`src/rtl/pfp_pkg.sv`:
```
`timescale 1ns / 1ps
// ----------------------------------------------------------------------------
// pfp_pkg
// Shared types and constants of the point frame parser with proximity counter.
// ----------------------------------------------------------------------------
package pfp_pkg;

  // field widths
  localparam int unsigned BYTE_W  = 8;
  localparam int unsigned DIST_W  = 17;
  localparam int unsigned NEAR_W  = 12;
  localparam int unsigned SLOT_W  = 3;
  localparam int unsigned CNT_W   = 5;

  // point list geometry
  localparam int unsigned LIST_DEPTH = 8;
  localparam int unsigned LIST_IDX_W = (LIST_DEPTH > 1) ? $clog2(LIST_DEPTH) : 1;

  // framing constants
  localparam logic [BYTE_W-1:0] FRAME_END       = 8'd255;
  localparam logic [CNT_W:0]    FRAME_MIN_BYTES = 6'd5;
  localparam logic [CNT_W:0]    RESYNC_COUNT    = 6'd20;

  // configuration port
  localparam int unsigned CFG_IDX_W  = 2;
  localparam int unsigned CFG_DATA_W = DIST_W;
  localparam logic [CFG_IDX_W-1:0] CFG_RECEIVE_MODE  = 2'd0;
  localparam logic [CFG_IDX_W-1:0] CFG_NEAR_LIMIT_SQ = 2'd1;
  localparam logic [CFG_IDX_W-1:0] CFG_NEAR_WRAP     = 2'd2;

  // receive modes
  localparam logic MODE_LIST     = 1'b0;
  localparam logic MODE_FEEDBACK = 1'b1;

  // register reset values
  localparam logic [DIST_W-1:0] NEAR_LIMIT_RST = 17'd50;
  localparam logic [NEAR_W-1:0] NEAR_WRAP_RST  = 12'd3000;

  // one result item
  typedef struct packed {
    logic              frame_done;
    logic [BYTE_W-1:0] red_x_out;
    logic [BYTE_W-1:0] red_y_out;
    logic [BYTE_W-1:0] green_x_out;
    logic [BYTE_W-1:0] green_y_out;
    logic              near_now;
    logic [NEAR_W-1:0] near_count_out;
    logic              list_written;
    logic [SLOT_W-1:0] list_slot;
  } result_t;

  // control from the input stage to the step logic
  typedef struct packed {
    logic              step;
    logic [BYTE_W-1:0] rx_byte;
  } step_t;

endpackage

```
`src/rtl/pfp_if.sv`:
```
`timescale 1ns / 1ps
// ----------------------------------------------------------------------------
// pfp_in_if / pfp_out_if
// Valid/ready channels carrying received bytes and result items.
// ----------------------------------------------------------------------------
interface pfp_in_if;
  logic                       valid;
  logic                       ready;
  logic [pfp_pkg::BYTE_W-1:0] rx_byte;

  modport source (output valid, output rx_byte, input ready);
  modport sink   (input valid, input rx_byte, output ready);
endinterface

interface pfp_out_if;
  logic                       valid;
  logic                       ready;
  logic                       frame_done;
  logic [pfp_pkg::BYTE_W-1:0] red_x_out;
  logic [pfp_pkg::BYTE_W-1:0] red_y_out;
  logic [pfp_pkg::BYTE_W-1:0] green_x_out;
  logic [pfp_pkg::BYTE_W-1:0] green_y_out;
  logic                       near_now;
  logic [pfp_pkg::NEAR_W-1:0] near_count_out;
  logic                       list_written;
  logic [pfp_pkg::SLOT_W-1:0] list_slot;

  modport source (output valid, output frame_done, output red_x_out, output red_y_out,
                  output green_x_out, output green_y_out, output near_now,
                  output near_count_out, output list_written, output list_slot,
                  input ready);
  modport sink   (input valid, input frame_done, input red_x_out, input red_y_out,
                  input green_x_out, input green_y_out, input near_now,
                  input near_count_out, input list_written, input list_slot,
                  output ready);
endinterface

```
`src/rtl/point_frame_parser_proximity_unit.sv`:
```
`timescale 1ns / 1ps
// ----------------------------------------------------------------------------
// point_frame_parser_proximity_unit
// Byte stream parser: point list writer and feedback frame proximity counter.
// ----------------------------------------------------------------------------
// Usage:
//   in_i carries received bytes, out_o carries one result item per byte, both
//   valid/ready. cfg_we_i/cfg_idx_i/cfg_data_i write the mode, the squared
//   distance limit and the near counter wrap value; write them while idle.
//   An accepted item lands in an input register; when the result register is
//   free or being taken, the whole step (two 8x8 squares, add, compare) runs
//   and loads the result register. One item per cycle sustained while out_o
//   takes every result; the step is combinational between the two registers.
//   When out_o stalls, the result register holds; the input register takes one
//   more item, then in_i.ready drops until the result is taken.
//   Reset clears both stages, all parser state and restores register defaults
//   (list mode, limit 50, wrap 3000). Point list contents stay undefined.
// ----------------------------------------------------------------------------
module point_frame_parser_proximity_unit (
  input  logic                           clk_i,
  input  logic                           rst_ni,
  input  logic                           cfg_we_i,
  input  logic [pfp_pkg::CFG_IDX_W-1:0]  cfg_idx_i,
  input  logic [pfp_pkg::CFG_DATA_W-1:0] cfg_data_i,
  pfp_in_if.sink                         in_i,
  pfp_out_if.source                      out_o
);

  logic                       in_vld_q;
  logic [pfp_pkg::BYTE_W-1:0] in_byte_q;
  logic                       out_vld_q;
  pfp_pkg::result_t           res_d, res_q;
  pfp_pkg::step_t             step;
  logic                       advance;

  // pipeline flow
  assign advance    = !out_vld_q || out_o.ready;
  assign in_i.ready = !in_vld_q || advance;

  assign step.step    = in_vld_q && advance;
  assign step.rx_byte = in_byte_q;

  // input register
  always_ff @(posedge clk_i or negedge rst_ni) begin
    if (!rst_ni) begin
      in_vld_q <= 1'b0;
    end else if (in_i.ready) begin
      in_vld_q <= in_i.valid;
    end
  end

  always_ff @(posedge clk_i) begin
    if (in_i.valid && in_i.ready) begin
      in_byte_q <= in_i.rx_byte;
    end
  end

  pfp_proc u_proc (
    .clk_i      (clk_i),
    .rst_ni     (rst_ni),
    .cfg_we_i   (cfg_we_i),
    .cfg_idx_i  (cfg_idx_i),
    .cfg_data_i (cfg_data_i),
    .step_i     (step),
    .result_o   (res_d)
  );

  // result register
  always_ff @(posedge clk_i or negedge rst_ni) begin
    if (!rst_ni) begin
      out_vld_q <= 1'b0;
    end else if (advance) begin
      out_vld_q <= in_vld_q;
    end
  end

  always_ff @(posedge clk_i) begin
    if (step.step) begin
      res_q <= res_d;
    end
  end

  // output drive
  assign out_o.valid          = out_vld_q;
  assign out_o.frame_done     = res_q.frame_done;
  assign out_o.red_x_out      = res_q.red_x_out;
  assign out_o.red_y_out      = res_q.red_y_out;
  assign out_o.green_x_out    = res_q.green_x_out;
  assign out_o.green_y_out    = res_q.green_y_out;
  assign out_o.near_now       = res_q.near_now;
  assign out_o.near_count_out = res_q.near_count_out;
  assign out_o.list_written   = res_q.list_written;
  assign out_o.list_slot      = res_q.list_slot;

endmodule

```
`src/rtl/pfp_dist.sv`:
```
`timescale 1ns / 1ps
// ----------------------------------------------------------------------------
// pfp_dist
// Squared distance between the red and green points, two squares in parallel.
// ----------------------------------------------------------------------------
module pfp_dist (
  input  logic [pfp_pkg::BYTE_W-1:0] red_x_i,
  input  logic [pfp_pkg::BYTE_W-1:0] red_y_i,
  input  logic [pfp_pkg::BYTE_W-1:0] green_x_i,
  input  logic [pfp_pkg::BYTE_W-1:0] green_y_i,
  output logic [pfp_pkg::DIST_W-1:0] dist_o
);

  logic [pfp_pkg::BYTE_W-1:0]   dx, dy;
  logic [2*pfp_pkg::BYTE_W-1:0] dx_sq, dy_sq;

  // absolute differences
  assign dx = (red_x_i >= green_x_i) ? (red_x_i - green_x_i) : (green_x_i - red_x_i);
  assign dy = (red_y_i >= green_y_i) ? (red_y_i - green_y_i) : (green_y_i - red_y_i);

  // squares and sum
  assign dx_sq  = dx * dx;
  assign dy_sq  = dy * dy;
  assign dist_o = {1'b0, dx_sq} + {1'b0, dy_sq};

endmodule

```
`src/rtl/pfp_proc.sv`:
```
`timescale 1ns / 1ps
// ----------------------------------------------------------------------------
// pfp_proc
// Configuration registers, parser state and next result for one byte.
// ----------------------------------------------------------------------------
module pfp_proc (
  input  logic                          clk_i,
  input  logic                          rst_ni,
  input  logic                          cfg_we_i,
  input  logic [pfp_pkg::CFG_IDX_W-1:0] cfg_idx_i,
  input  logic [pfp_pkg::CFG_DATA_W-1:0] cfg_data_i,
  input  pfp_pkg::step_t                step_i,
  output pfp_pkg::result_t              result_o
);

  localparam int unsigned BW = pfp_pkg::BYTE_W;
  localparam int unsigned NW = pfp_pkg::NEAR_W;
  localparam int unsigned CW = pfp_pkg::CNT_W;
  localparam int unsigned IW = pfp_pkg::LIST_IDX_W;

  // configuration registers
  logic                      mode_q;
  logic [pfp_pkg::DIST_W-1:0] limit_q;
  logic [NW-1:0]             wrap_q;

  // parser state
  logic [CW-1:0] byte_count_q, byte_count_d;
  logic [BW-1:0] recent_q [4];
  logic [BW-1:0] coords_q [4];
  logic [IW-1:0] list_idx_q, list_idx_d;
  logic [NW-1:0] near_count_q, near_count_d;
  logic          near_flag_q, near_flag_d;
  logic [BW-1:0] point_list [pfp_pkg::LIST_DEPTH];

  logic [pfp_pkg::DIST_W-1:0] sq_dist;
  logic [CW:0]   cnt_inc, cnt_next;
  logic [NW:0]   near_inc;
  logic          feedback, frame;

  // configuration writes
  always_ff @(posedge clk_i or negedge rst_ni) begin
    if (!rst_ni) begin
      mode_q  <= pfp_pkg::MODE_LIST;
      limit_q <= pfp_pkg::NEAR_LIMIT_RST;
      wrap_q  <= pfp_pkg::NEAR_WRAP_RST;
    end else if (cfg_we_i) begin
      case (cfg_idx_i)
        pfp_pkg::CFG_RECEIVE_MODE:  mode_q  <= cfg_data_i[0];
        pfp_pkg::CFG_NEAR_LIMIT_SQ: limit_q <= cfg_data_i[pfp_pkg::DIST_W-1:0];
        pfp_pkg::CFG_NEAR_WRAP:     wrap_q  <= cfg_data_i[NW-1:0];
        default: ;
      endcase
    end
  end

  // distance of the four bytes that a frame end would latch
  pfp_dist u_dist (
    .red_x_i   (recent_q[0]),
    .red_y_i   (recent_q[1]),
    .green_x_i (recent_q[2]),
    .green_y_i (recent_q[3]),
    .dist_o    (sq_dist)
  );

  assign feedback = (mode_q == pfp_pkg::MODE_FEEDBACK);
  assign cnt_inc  = {1'b0, byte_count_q} + 1'b1;
  assign frame    = feedback && (cnt_inc >= pfp_pkg::FRAME_MIN_BYTES) &&
                    (step_i.rx_byte == pfp_pkg::FRAME_END);
  assign near_inc = {1'b0, near_count_q} + 1'b1;

  // next state of counters and flag
  always_comb begin
    cnt_next     = frame ? '0 : cnt_inc;
    if (cnt_next >= pfp_pkg::RESYNC_COUNT) begin
      cnt_next = '0;
    end
    byte_count_d = feedback ? cnt_next[CW-1:0] : byte_count_q;

    near_flag_d  = near_flag_q;
    near_count_d = near_count_q;
    if (frame) begin
      if (sq_dist <= limit_q) begin
        near_flag_d  = 1'b1;
        near_count_d = (near_inc >= {1'b0, wrap_q}) ? '0 : near_inc[NW-1:0];
      end else begin
        near_flag_d  = 1'b0;
        near_count_d = '0;
      end
    end

    list_idx_d = (list_idx_q == IW'(pfp_pkg::LIST_DEPTH - 1)) ? '0 : list_idx_q + 1'b1;
  end

  // state update on each processed item
  always_ff @(posedge clk_i or negedge rst_ni) begin
    if (!rst_ni) begin
      byte_count_q <= '0;
      list_idx_q   <= '0;
      near_count_q <= '0;
      near_flag_q  <= 1'b0;
      for (int i = 0; i < 4; i++) begin
        recent_q[i] <= '0;
        coords_q[i] <= '0;
      end
    end else if (step_i.step) begin
      if (feedback) begin
        byte_count_q <= byte_count_d;
        near_count_q <= near_count_d;
        near_flag_q  <= near_flag_d;
        recent_q[0]  <= recent_q[1];
        recent_q[1]  <= recent_q[2];
        recent_q[2]  <= recent_q[3];
        recent_q[3]  <= step_i.rx_byte;
        if (frame) begin
          for (int i = 0; i < 4; i++) begin
            coords_q[i] <= recent_q[i];
          end
        end
      end else begin
        list_idx_q <= list_idx_d;
      end
    end
  end

  // point list storage
  always_ff @(posedge clk_i) begin
    if (step_i.step && !feedback) begin
      point_list[list_idx_q] <= step_i.rx_byte;
    end
  end

  // result for the byte being processed
  always_comb begin
    result_o.frame_done     = frame;
    result_o.red_x_out      = frame ? recent_q[0] : coords_q[0];
    result_o.red_y_out      = frame ? recent_q[1] : coords_q[1];
    result_o.green_x_out    = frame ? recent_q[2] : coords_q[2];
    result_o.green_y_out    = frame ? recent_q[3] : coords_q[3];
    result_o.near_now       = near_flag_d;
    result_o.near_count_out = near_count_d;
    result_o.list_written   = !feedback;
    result_o.list_slot      = feedback ? '0 : pfp_pkg::SLOT_W'(list_idx_q);
  end

endmodule

```
`src/flat_wrapper.sv`:
```
// flat-port wrapper written by rule: the top's interface ports become plain ports
module point_frame_parser_proximity_unit_flat 
  (clk_i, rst_ni, cfg_we_i, cfg_idx_i, cfg_data_i, in_i_valid, in_i_rx_byte, in_i_ready, out_o_valid, out_o_frame_done, out_o_red_x_out, out_o_red_y_out, out_o_green_x_out, out_o_green_y_out, out_o_near_now, out_o_near_count_out, out_o_list_written, out_o_list_slot, out_o_ready);
  pfp_in_if in_i_i ();
  pfp_out_if out_o_i ();
  input  logic clk_i;
  input  logic rst_ni;
  input  logic cfg_we_i;
  input  logic [pfp_pkg::CFG_IDX_W-1:0] cfg_idx_i;
  input  logic [pfp_pkg::CFG_DATA_W-1:0] cfg_data_i;
  input wire logic [$bits(in_i_i.valid)-1:0] in_i_valid;
  input wire logic [$bits(in_i_i.rx_byte)-1:0] in_i_rx_byte;
  output wire logic [$bits(in_i_i.ready)-1:0] in_i_ready;
  output wire logic [$bits(out_o_i.valid)-1:0] out_o_valid;
  output wire logic [$bits(out_o_i.frame_done)-1:0] out_o_frame_done;
  output wire logic [$bits(out_o_i.red_x_out)-1:0] out_o_red_x_out;
  output wire logic [$bits(out_o_i.red_y_out)-1:0] out_o_red_y_out;
  output wire logic [$bits(out_o_i.green_x_out)-1:0] out_o_green_x_out;
  output wire logic [$bits(out_o_i.green_y_out)-1:0] out_o_green_y_out;
  output wire logic [$bits(out_o_i.near_now)-1:0] out_o_near_now;
  output wire logic [$bits(out_o_i.near_count_out)-1:0] out_o_near_count_out;
  output wire logic [$bits(out_o_i.list_written)-1:0] out_o_list_written;
  output wire logic [$bits(out_o_i.list_slot)-1:0] out_o_list_slot;
  input wire logic [$bits(out_o_i.ready)-1:0] out_o_ready;
  assign in_i_i.valid = in_i_valid;
  assign in_i_i.rx_byte = in_i_rx_byte;
  assign in_i_ready = in_i_i.ready;
  assign out_o_valid = out_o_i.valid;
  assign out_o_frame_done = out_o_i.frame_done;
  assign out_o_red_x_out = out_o_i.red_x_out;
  assign out_o_red_y_out = out_o_i.red_y_out;
  assign out_o_green_x_out = out_o_i.green_x_out;
  assign out_o_green_y_out = out_o_i.green_y_out;
  assign out_o_near_now = out_o_i.near_now;
  assign out_o_near_count_out = out_o_i.near_count_out;
  assign out_o_list_written = out_o_i.list_written;
  assign out_o_list_slot = out_o_i.list_slot;
  assign out_o_i.ready = out_o_ready;
  point_frame_parser_proximity_unit u_core (.clk_i(clk_i), .rst_ni(rst_ni), .cfg_we_i(cfg_we_i), .cfg_idx_i(cfg_idx_i), .cfg_data_i(cfg_data_i), .in_i(in_i_i), .out_o(out_o_i));
endmodule
```
`config.mk`:
```
export PLATFORM = sky130hd
export DESIGN_NAME = point_frame_parser_proximity_unit_flat
export DESIGN_NICKNAME = d
export VERILOG_FILES = /design/src/rtl/pfp_pkg.sv /design/src/rtl/pfp_if.sv /design/src/rtl/point_frame_parser_proximity_unit.sv /design/src/rtl/pfp_dist.sv /design/src/rtl/pfp_proc.sv /design/src/flat_wrapper.sv
export SDC_FILE = /design/constraint.sdc
export NUM_CORES = 1
export LEC_CHECK = 0
export ABC_AREA = 1
export ABC_CLOCK_PERIOD_IN_PS = 17300
export BUFFER_PORTS_ARGS = -buffer_cell sky130_fd_sc_hd__buf_2
export CAP_MARGIN = 40
export CORE_ASPECT_RATIO = 0.8
export CORE_MARGIN = 2
export CORE_UTILIZATION = 67
export DETAILED_ROUTE_END_ITERATION = 8
export PLACE_DENSITY = 0.86
export SKIP_CTS_REPAIR_TIMING = 1
export SYNTH_ARGS = -nofsm -noshare
export SYNTH_HDL_FRONTEND = slang
export SYNTH_SLANG_ARGS = --single-unit
export TNS_END_PERCENT = 1
```
`constraint.sdc`:
```
create_clock -name clk_i -period 17.3 [get_ports clk_i]
set_input_delay 0.865 -clock clk_i [delete_from_list [all_inputs] [get_ports clk_i]]
set_output_delay 0.865 -clock clk_i [all_outputs]
set_load 0.05 [all_outputs]
```
==> flow_metrics.env, run 1 <==
export IMPL_drtAntennaViolNets=0
export IMPL_nets=1785
export IMPL_tightest_slew_ps=756.0
export IMPL_cts_root_buffer="clkbuf_16"
export IMPL_yosysMostFrequentCell="nand2_1"
export IMPL_dr_pass1_iters=7
export IMPL_async_flop_share=0.6686
export IMPL_routed_wl_um=28700
export IMPL_critPathSlowestCell="fa_1"
export IMPL_skew_ps=13.15
export IMPL_cts_tree="built"
export IMPL_cp_common_cell="inv_1"
export IMPL_slew_viol_final=0
export IMPL_wl_per_cell_um=15.72
export IMPL_dr_first_iter_drc_count=909
export IMPL_die_w_um=159.1
export IMPL_min_period_ps=8896
export IMPL_syn_inst=1487
export IMPL_clk_latency_ps=440
export IMPL_rows=45
export IMPL_synth_simple_gate_area_share=0.1587
export IMPL_tns_ps=0
export IMPL_slew_headroom=0.4960
export IMPL_cp_arrival_ps=9190
export IMPL_htree_num_levels=4
export IMPL_antenna_found_initial=0
export IMPL_synth_warnings=0
export IMPL_routed_via_density=5.485
export IMPL_crit_type="reg2reg"
export IMPL_grt_pass1_vias=9963
export IMPL_synthXorXnorAreaFrac=0.03191
export IMPL_ys_top_cells_by_count="331 x nand2_1, 287 x inv_1, 146 x o21ai_0, 118 x ha_1, 107 x dfrtp_1"
export IMPL_syn_cell_area_mm2=0.01290
export IMPL_status="finished, final reports clean"
export IMPL_clk_pin_slew_worst_paths_ps=70
export IMPL_die_h_um=128.1
export IMPL_worstHoldPathType="in2async"
export IMPL_synth_area_leader_cell="dfrtp_1"
export IMPL_ys_types=39
export IMPL_synth_edf_count=58
export IMPL_start_util=0.6819
export IMPL_io_buffers=83
export IMPL_synth_compound_area_frac=0.1084
export IMPL_synth_main_ff_cell="dfrtp_1"
export IMPL_period_share=0.5142
export IMPL_grt_total_usage=0.2980
export IMPL_grt_pass1_wl_um=48510
export IMPL_die_area_mm2=0.02039
export IMPL_synthAdderAreaFrac=0.2386
export IMPL_cp_slowest_stage_delay_ps=550
export IMPL_cts_buffers=17
export IMPL_rsz0062_at_grt="no"
export IMPL_hpwl_um=21560
export IMPL_clock_sinks=175
export IMPL_synth_seq_cells=175
export IMPL_hold_violations=0
export IMPL_grt_max_degree=84
export IMPL_worst_setup_path_start_kind="register"
export IMPL_cp_max_fo=13
export IMPL_cap_violations=0
export IMPL_drc=0
export IMPL_clock_fmax_mhz=112.4
export IMPL_setup_violations=0
export IMPL_coreArea_mm2=0.01892
export IMPL_vias=10020
export IMPL_area_delta_synth_final_pct=9.127
export IMPL_syn_nets=1717
export IMPL_gp_congestion=0.9748
export IMPL_end_kind="register"
export IMPL_synth_top_family_by_area="adder cells"
export IMPL_boundaryPins=84
export IMPL_synth_top_area_share=0.2076
export IMPL_critical_path_required_ps=17600
export IMPL_synth_mux_area_frac=0
export IMPL_diodes=0
export IMPL_nFillCells=1353
export IMPL_avgSynthCellArea_um2=8.675
export IMPL_grt_overflow_total=0
export IMPL_netlist_top_cells_area="dfrtp_1 21%, edfxtp_1 14%, fa_1 12%"
export IMPL_yosysSeqAreaShare=0.3629
export IMPL_clk_path_buf_depth=2
export IMPL_layout_drive_gt1_share=0.1052
[cells in the final DEF (no fill, tap or decap), drive strengths merged, types with 4 or more instances in the layout]
master | Yosys | routed
clkbuf | 17 | 17
xor2 | 39 | 39
ha | 118 | 118
clkinv | 0 | 4
inv | 291 | 299
fa | 80 | 80
dfrtp | 107 | 107
nand3 | 52 | 52
o21ai | 158 | 158
nand2 | 336 | 336
xnor2 | 8 | 8
a21o | 6 | 6
nand4 | 7 | 7
dfstp | 10 | 10
o21bai | 15 | 15
a21oi | 54 | 54
nor2 | 91 | 91
buf | 22 | 88
nor3 | 9 | 9
edfxtp | 58 | 58
[worst max-delay path: cells and delay by family (launching register included)]
kind	cells	cell delay (ps)
simple gates	15	1870
compound gates	7	1380
flops	1	380
buf+inv	10	830
fa+ha+maj	10	4260
[logic make-up (layout without fill, tap and decap cells)]
group,count (synthesis),count (layout)
and+or+nand+nor,496,496
AOI/OAI and AO/OA,241,241
DFF,175,175
buffers and inverters,330,411
adders and majority gates,198,198
xor gates and xnor gates,47,47
[sequential cells by signal, summed over array words and instances, names as in the netlist, 5 cells and up]
register / count
u_core.in_byte_q: 8
u_core.out_o.green_x_out: 8
u_core.out_o.green_y_out: 8
u_core.out_o.near_count_out: 12
u_core.out_o.red_x_out: 8
u_core.out_o.red_y_out: 8
u_core.u_proc.byte_count_q: 5
u_core.u_proc.coords_q: 32
u_core.u_proc.limit_q: 17
u_core.u_proc.near_count_q: 12
u_core.u_proc.recent_q: 32
u_core.u_proc.wrap_q: 12
[final cells by class]
cell class / instances / area [um^2] / area share
Multi-Input combinational cell: 982 / 6943 / 0.4932
Sequential cell: 175 / 4682 / 0.3326
Inverter: 291 / 1095 / 0.07777
Timing Repair Buffer: 88 / 462.9 / 0.03289
Clock buffer: 17 / 425.4 / 0.03022
Tap cell: 258 / 322.8 / 0.02293
Clock inverter: 15 / 146.4 / 0.01040
[metal layers]
| metal | wire, um | share of wire | track usage | up-vias |
|---|---|---|---|---|
| li1 | - | - | - | 4805 |
| met1 | 12710 | 0.44 | 0.4173 | 4764 |
| met2 | 13420 | 0.47 | 0.4862 | 393 |
| met3 | 2008 | 0.070 | 0.05209 | 53 |
| met4 | 556 | 0.019 | 0.08449 | 0 |
| met5 | 0 | 0 | 0 | - |
[stage by stage]
step / instances / hold WS (ps) / instance area (um^2) / setup WS (ps) / util
final: 1826 / 487.3 / 14080 / 8404 / 0.7441
after global routing: 1826 / 507.5 / 14080 / 7805 / 0.7441
after CTS: 1826 / 491.6 / 14080 / 8475 / 0.7441
after detailed placement: 1794 / 473.1 / 13510 / 8523 / 0.7139
after global placement: 1792 / 460.1 / 13480 / 8650 / 0.7127
after floorplan: 1487 / 453.0 / 12900 / 9579 / -
[final timing paths]
kind / start / end / slack [ps] / cells after the start
setup / recovery: u_core.u_proc.recent_q[24] / u_core.u_proc.near_flag_q / 8400 / 42
hold / removal: rst_ni / u_core.u_proc.list_idx_q[1] / 490 / 1
setup reg to reg: u_core.u_proc.recent_q[24] / u_core.u_proc.near_flag_q / 8400 / 42
hold reg to reg: u_core.u_proc.limit_q[11] / u_core.u_proc.limit_q[11] / 490 / 2
max in group asynchronous: rst_ni / u_core.u_proc.coords_q[24] / 15580 / 2
min in group clk_i: u_core.u_proc.limit_q[11] / u_core.u_proc.limit_q[11] / 490 / 2
Power of run 1 is not shown: default switching activity piles up to over one toggle a cycle in this logic, so the estimate is an artifact.
==> run 2: changes to the inputs <==
Settings changed: ABC_CLOCK_PERIOD_IN_PS 17300 to 9230, CORE_UTILIZATION 67 to 62, PLACE_DENSITY 0.86 to 0.8.
Clock period 17.3 ns to 9.23 ns, I/O delays scaled along.
==> run 2 against run 1 <==
  * Core utilization down 5.3 points
  * Hold slack worse by 410 ps
  * Worst setup slack worse by 7800 ps
  * Critical path depth down 2
  * Sequential share of layout area down 0.27 points
  * First-iteration DRC count down 19%
  * Via count down 0.94%
  * Sequential cell count unchanged
  * Wire length down 1.3%
  * Register-to-register slack worse by 7800 ps
  * Non-clock buffer count up 7
  * Critical endpoint is now u_core.out_o.near_count_out[3]
==> flow_metrics.env, run 2 (synthesis results as in run 1) <==
export IMPL_die_h_um=133.0
export IMPL_die_w_um=165.3
export IMPL_reg_largest_list="u_core.u_proc.coords_q: 32 flops, u_core.u_proc.recent_q: 32 flops, u_core.u_proc.limit_q: 17 flops"
export IMPL_grt_overflow_total=0
export IMPL_period_share=0.9335
export IMPL_cts_buffers=17
export IMPL_layout_drive_gt1_share=0.1130
export IMPL_path_buf_inv=9
export IMPL_wl_met3_um=1565
export IMPL_clk_path_buf_depth=2
export IMPL_cp_max_fo=10
export IMPL_rows=47
export IMPL_skew_ps=17.42
export IMPL_cp_arrival_ps=8790
export IMPL_worstHoldPathType="in2async"
export IMPL_drtAntennaViolNets=0
export IMPL_min_period_ps=8617
export IMPL_r2r_cells=40
export IMPL_setup_violations=0
export IMPL_hold_violations=0
export IMPL_start_util=0.6285
export IMPL_end_kind="register"
export IMPL_rsz0062_at_grt="no"
export IMPL_slew_viol_final=0
export IMPL_critical_path_required_ps=9400
export IMPL_area_delta_synth_final_pct=10.01
export IMPL_grt_max_degree=84
export IMPL_layout_common_cells="327 x nand2_1, 285 x inv_1, 146 x o21ai_0, 118 x ha_1, 107 x dfrtp_1"
export IMPL_wl_per_cell_um=15.35
export IMPL_hpwl_um=21010
export IMPL_routed_via_density=5.380
export IMPL_r2r_start="u_core.u_proc.recent_q[24]"
export IMPL_die_area_mm2=0.02198
export IMPL_cp_top_family="adder cells"
export IMPL_gp_congestion=0.9271
export IMPL_top_layer_used="met4"
export IMPL_rrSetupSlack_ps=610
export IMPL_clk_latency_ps=430
export IMPL_clk_pin_slew_worst_paths_ps=80
export IMPL_slew_headroom=0.4991
export IMPL_cts_root_buffer="clkbuf_16"
export IMPL_cap_violations=0
export IMPL_drc=0
export IMPL_r2r_end="u_core.out_o.near_count_out[3]"
export IMPL_vias=9921
export IMPL_clock_fmax_mhz=116.1
export IMPL_status="finished, final reports clean"
export IMPL_layout_commonest_cell="nand2_1"
export IMPL_tightest_slew_ps=751.3
export IMPL_worst_setup_path_start_kind="register"
export IMPL_critPathSlowestCell="fa_1"
export IMPL_tns_ps=0
export IMPL_crit_type="reg2reg"
export IMPL_dr_pass1_iters=5
export IMPL_nets=1792
export IMPL_grt_pass1_vias=9939
export IMPL_cp_depth=40
export IMPL_grt_pass1_wl_um=47850
export IMPL_routed_wl_um=28310
export IMPL_antenna_found_initial=0
export IMPL_boundaryPins=84
export IMPL_cts_tree="built"
export IMPL_diodes=0
export IMPL_io_buffers=83
export IMPL_met2_length_um=13610
export IMPL_coreArea_mm2=0.02052
export IMPL_htree_num_levels=4
export IMPL_wl_met1_um=12540
export IMPL_dr_first_iter_drc_count=734
export IMPL_clock_sinks=175
export IMPL_grt_total_usage=0.2768
export IMPL_cp_slowest_stage_delay_ps=560
export IMPL_cp_common_cell="inv_1"
## run 2: worst max-delay path by stage
stage | from | end
after CTS | u_core.u_proc.recent_q[24] | u_core.u_proc.near_flag_q
final | u_core.u_proc.recent_q[24] | u_core.out_o.near_count_out[3]
after detailed placement | u_core.u_proc.recent_q[24] | u_core.u_proc.near_flag_q
after floorplan | u_core.u_proc.recent_q[24] | u_core.out_o.near_count_out[1]
after global placement | u_core.u_proc.recent_q[24] | u_core.u_proc.near_flag_q
after global routing | u_core.u_proc.recent_q[24] | u_core.out_o.near_count_out[3]
## run 2: stage by stage
step	hold slack (ps)	setup WS [ps]	utilization	cells	instance area (um^2)
6_report	80.40	613.3	0.6915	1844	14190
5_1_grt	148.2	39.52	0.6915	1844	14190
4_1_cts	113.8	438.6	0.6880	1840	14120
3_5_place_dp	473.4	454.7	0.6598	1808	13540
3_3_place_gp	460.5	648.9	0.6587	1806	13520
2_1_floorplan	165.9	1509	-	1487	12900
## run 2: final cells by class
cell class / count / area (um^2)
multi-input cells: 982 / 6972
fillers: 1555 / 6332
flip-flops and latches: 175 / 4682
inverters: 291 / 1095
repair buffers: 95 / 528.0
clock buffers: 17 / 425.4
well taps: 269 / 336.6
clock inverters: 15 / 152.6
## run 2: per-layer routing
layer | vias to the layer above | track usage
met2 | 318 | 0.4421
met3 | 61 | 0.04357
met1 | 4733 | 0.3917
met4 | 0 | 0.08599
met5 | - | 0
li1 | 4809 | -
## run 2: worst register-to-register path: cells and delay by family, from the launching register on
family                     cells  cell delay, ps
adders and majority gates     10            4320
and+or+nand+nor               14            1480
AOI/OAI and AO/OA              7            1450
buffers and inverters          9             740
DFF                            1             390
Power of run 2 is left out for the same reason.
==> run 3: changes to the inputs <==
Settings changed: CORE_UTILIZATION 62 to 30, PLACE_DENSITY 0.8 to 0.44.
==> run 3 against run 2 <==
  * First-iteration DRC count down 26%
  * Clock skew up 1.1 ps
  * Sequential share of layout area decreased by 0.97 points
  * Core utilization shrank 34 points
  * Via count fell by 3.7%
  * Hold slack better by 110 ps
  * Count of clock-buffer cells in the layout rose by 3
  * Non-clock buffer count increased by 5
  * Register-to-register slack gained 120 ps
  * Wire length is 12% higher
  * Global-route usage decreased by 13 points
  * Final cell count is 16% higher
  * Critical path type unchanged
==> flow_metrics.env, run 3 (synthesis results as in run 1) <==
export IMPL_setup_slack_ps=732.2
export IMPL_end_kind="register"
export IMPL_vias=9549
export IMPL_critical_path_required_ps=9430
export IMPL_tightest_slew_ps=812.5
export IMPL_diodes=0
export IMPL_rows=67
export IMPL_layout_commonest_cell="nand2_1"
export IMPL_clk_latency_ps=460
export IMPL_skew_ps=18.53
export IMPL_die_w_um=235.8
export IMPL_pre_cts_ws_ps=151.4
export IMPL_nets=1797
export IMPL_dpl_cell_area_mm2=0.01393
export IMPL_clk_path_buf_depth=2
export IMPL_period_share=0.9207
export IMPL_routed_via_density=4.479
export IMPL_antenna_found_initial=0
export IMPL_start_util=0.3059
export IMPL_drtAntennaViolNets=0
export IMPL_grt_overflow_total=0
export IMPL_min_period_ps=8498
export IMPL_nFillCells=4467
export IMPL_routed_wl_um=31740
export IMPL_cap_violations=0
export IMPL_clock_fmax_mhz=117.7
export IMPL_gp_congestion=0.8329
export IMPL_tns_ps=0
export IMPL_coreArea_mm2=0.04217
export IMPL_cp_max_fo=10
export IMPL_design_area_mm2=0.01462
export IMPL_drc=0
export IMPL_status="finished, final reports clean"
export IMPL_slew_viol_final=0
export IMPL_grt_pass1_wl_um=52400
export IMPL_grt_max_degree=84
export IMPL_dr_first_iter_drc_count=542
export IMPL_cp_arrival_ps=8690
export IMPL_cts_buffers=17
export IMPL_seq_area_mm2=0.004682
export IMPL_cp_common_cell="inv_1"
export IMPL_cp_slowest_stage_delay_ps=550
export IMPL_grt_total_usage=0.1492
export IMPL_critPathSlowestCell="fa_1"
export IMPL_layout_drive_gt1_share=0.1139
export IMPL_htree_num_levels=4
export IMPL_die_area_mm2=0.04468
export IMPL_clock_sinks=175
export IMPL_worstHoldPathType="in2reg"
export IMPL_hpwl_um=25160
export IMPL_reg_largest_list="u_core.u_proc.coords_q: 32 flops, u_core.u_proc.recent_q: 32 flops, u_core.u_proc.limit_q: 17 flops"
export IMPL_crit_type="reg2reg"
export IMPL_multi_input_area_mm2=0.006982
export IMPL_clk_pin_slew_worst_paths_ps=70
export IMPL_io_buffers=83
export IMPL_layout_common_cells="326 x nand2_1, 286 x inv_1, 144 x o21ai_0, 118 x ha_1, 107 x dfrtp_1"
export IMPL_setup_violations=0
export IMPL_hold_violations=0
export IMPL_cts_tree="built"
export IMPL_area_delta_synth_final_pct=13.36
export IMPL_die_h_um=189.5
export IMPL_dr_pass1_iters=5
export IMPL_worst_setup_path_start_kind="register"
export IMPL_grt_pass1_vias=9719
export IMPL_cts_root_buffer="clkbuf_16"
export IMPL_wl_per_cell_um=14.89
export IMPL_rsz0062_at_grt="no"
export IMPL_boundaryPins=84
export IMPL_slew_headroom=0.4568
run 3: cell types whose count changed in the layout (fill, tap and decap cells not counted), moves of 2 or more:
| cell | previous run | this run |
|---|---|---|
| clkinv_8 | 3 | 0 |
| clkbuf_1 | 0 | 3 |
| buf_4 | 11 | 13 |
| inv_8 | 3 | 0 |
| bufinv_16 | 0 | 2 |
| o21ai_1 | 9 | 11 |
| inv_6 | 4 | 2 |
| o21ai_0 | 146 | 144 |
run 3: final cells by class:
class | instances | area share
Clock buffer | 20 | 0.02986
Clock inverter | 12 | 0.009327
Inverter | 291 | 0.07487
Multi-Input combinational cell | 982 | 0.4775
Sequential cell | 175 | 0.3202
Tap cell | 552 | 0.04723
Timing Repair Buffer | 100 | 0.04107
run 3: worst max-delay path, delay by kind of cell, from the launching register on:
kind	cells	cell delay [ps]
fa+ha+maj	10	4250
flops	1	380
buf+inv	10	850
compound gates	8	1310
simple gates	13	1440
run 3: metrics by stage:
| step | util | cells | hold WS, ps |
|---|---|---|---|
| final | 0.3468 | 2132 | 185.7 |
| after floorplan | - | 1487 | 165.9 |
| after global placement | 0.3292 | 2090 | 465.0 |
| after global routing | 0.3468 | 2132 | 164.7 |
| after detailed placement | 0.3304 | 2093 | 385.3 |
| after CTS | 0.3440 | 2125 | -109.7 |
run 3: worst paths after layout:
check,cells past startpoint,start,slack (ps),to
setup / recovery,41,u_core.u_proc.recent_q[24],730,u_core.out_o.near_count_out[7]
hold / removal,1,in_i_rx_byte[2],190,u_core.in_byte_q[2]
setup reg to reg,41,u_core.u_proc.recent_q[24],730,u_core.out_o.near_count_out[7]
hold reg to reg,2,u_core.u_proc.coords_q[7],490,u_core.u_proc.coords_q[7]
max in group asynchronous,4,rst_ni,7460,u_core.u_proc.recent_q[6]
min in group asynchronous,2,rst_ni,450,u_core.u_proc.limit_q[13]
run 3: per-layer routing:
metal,wire (um),track usage,share of wire
met1,16350,0.2169,0.52
met2,14080,0.2318,0.44
met3,1019,0.02814,0.032
met4,283,0.02817,0.0089
met5,0,0,0
Power of run 3 is left out for the same reason.
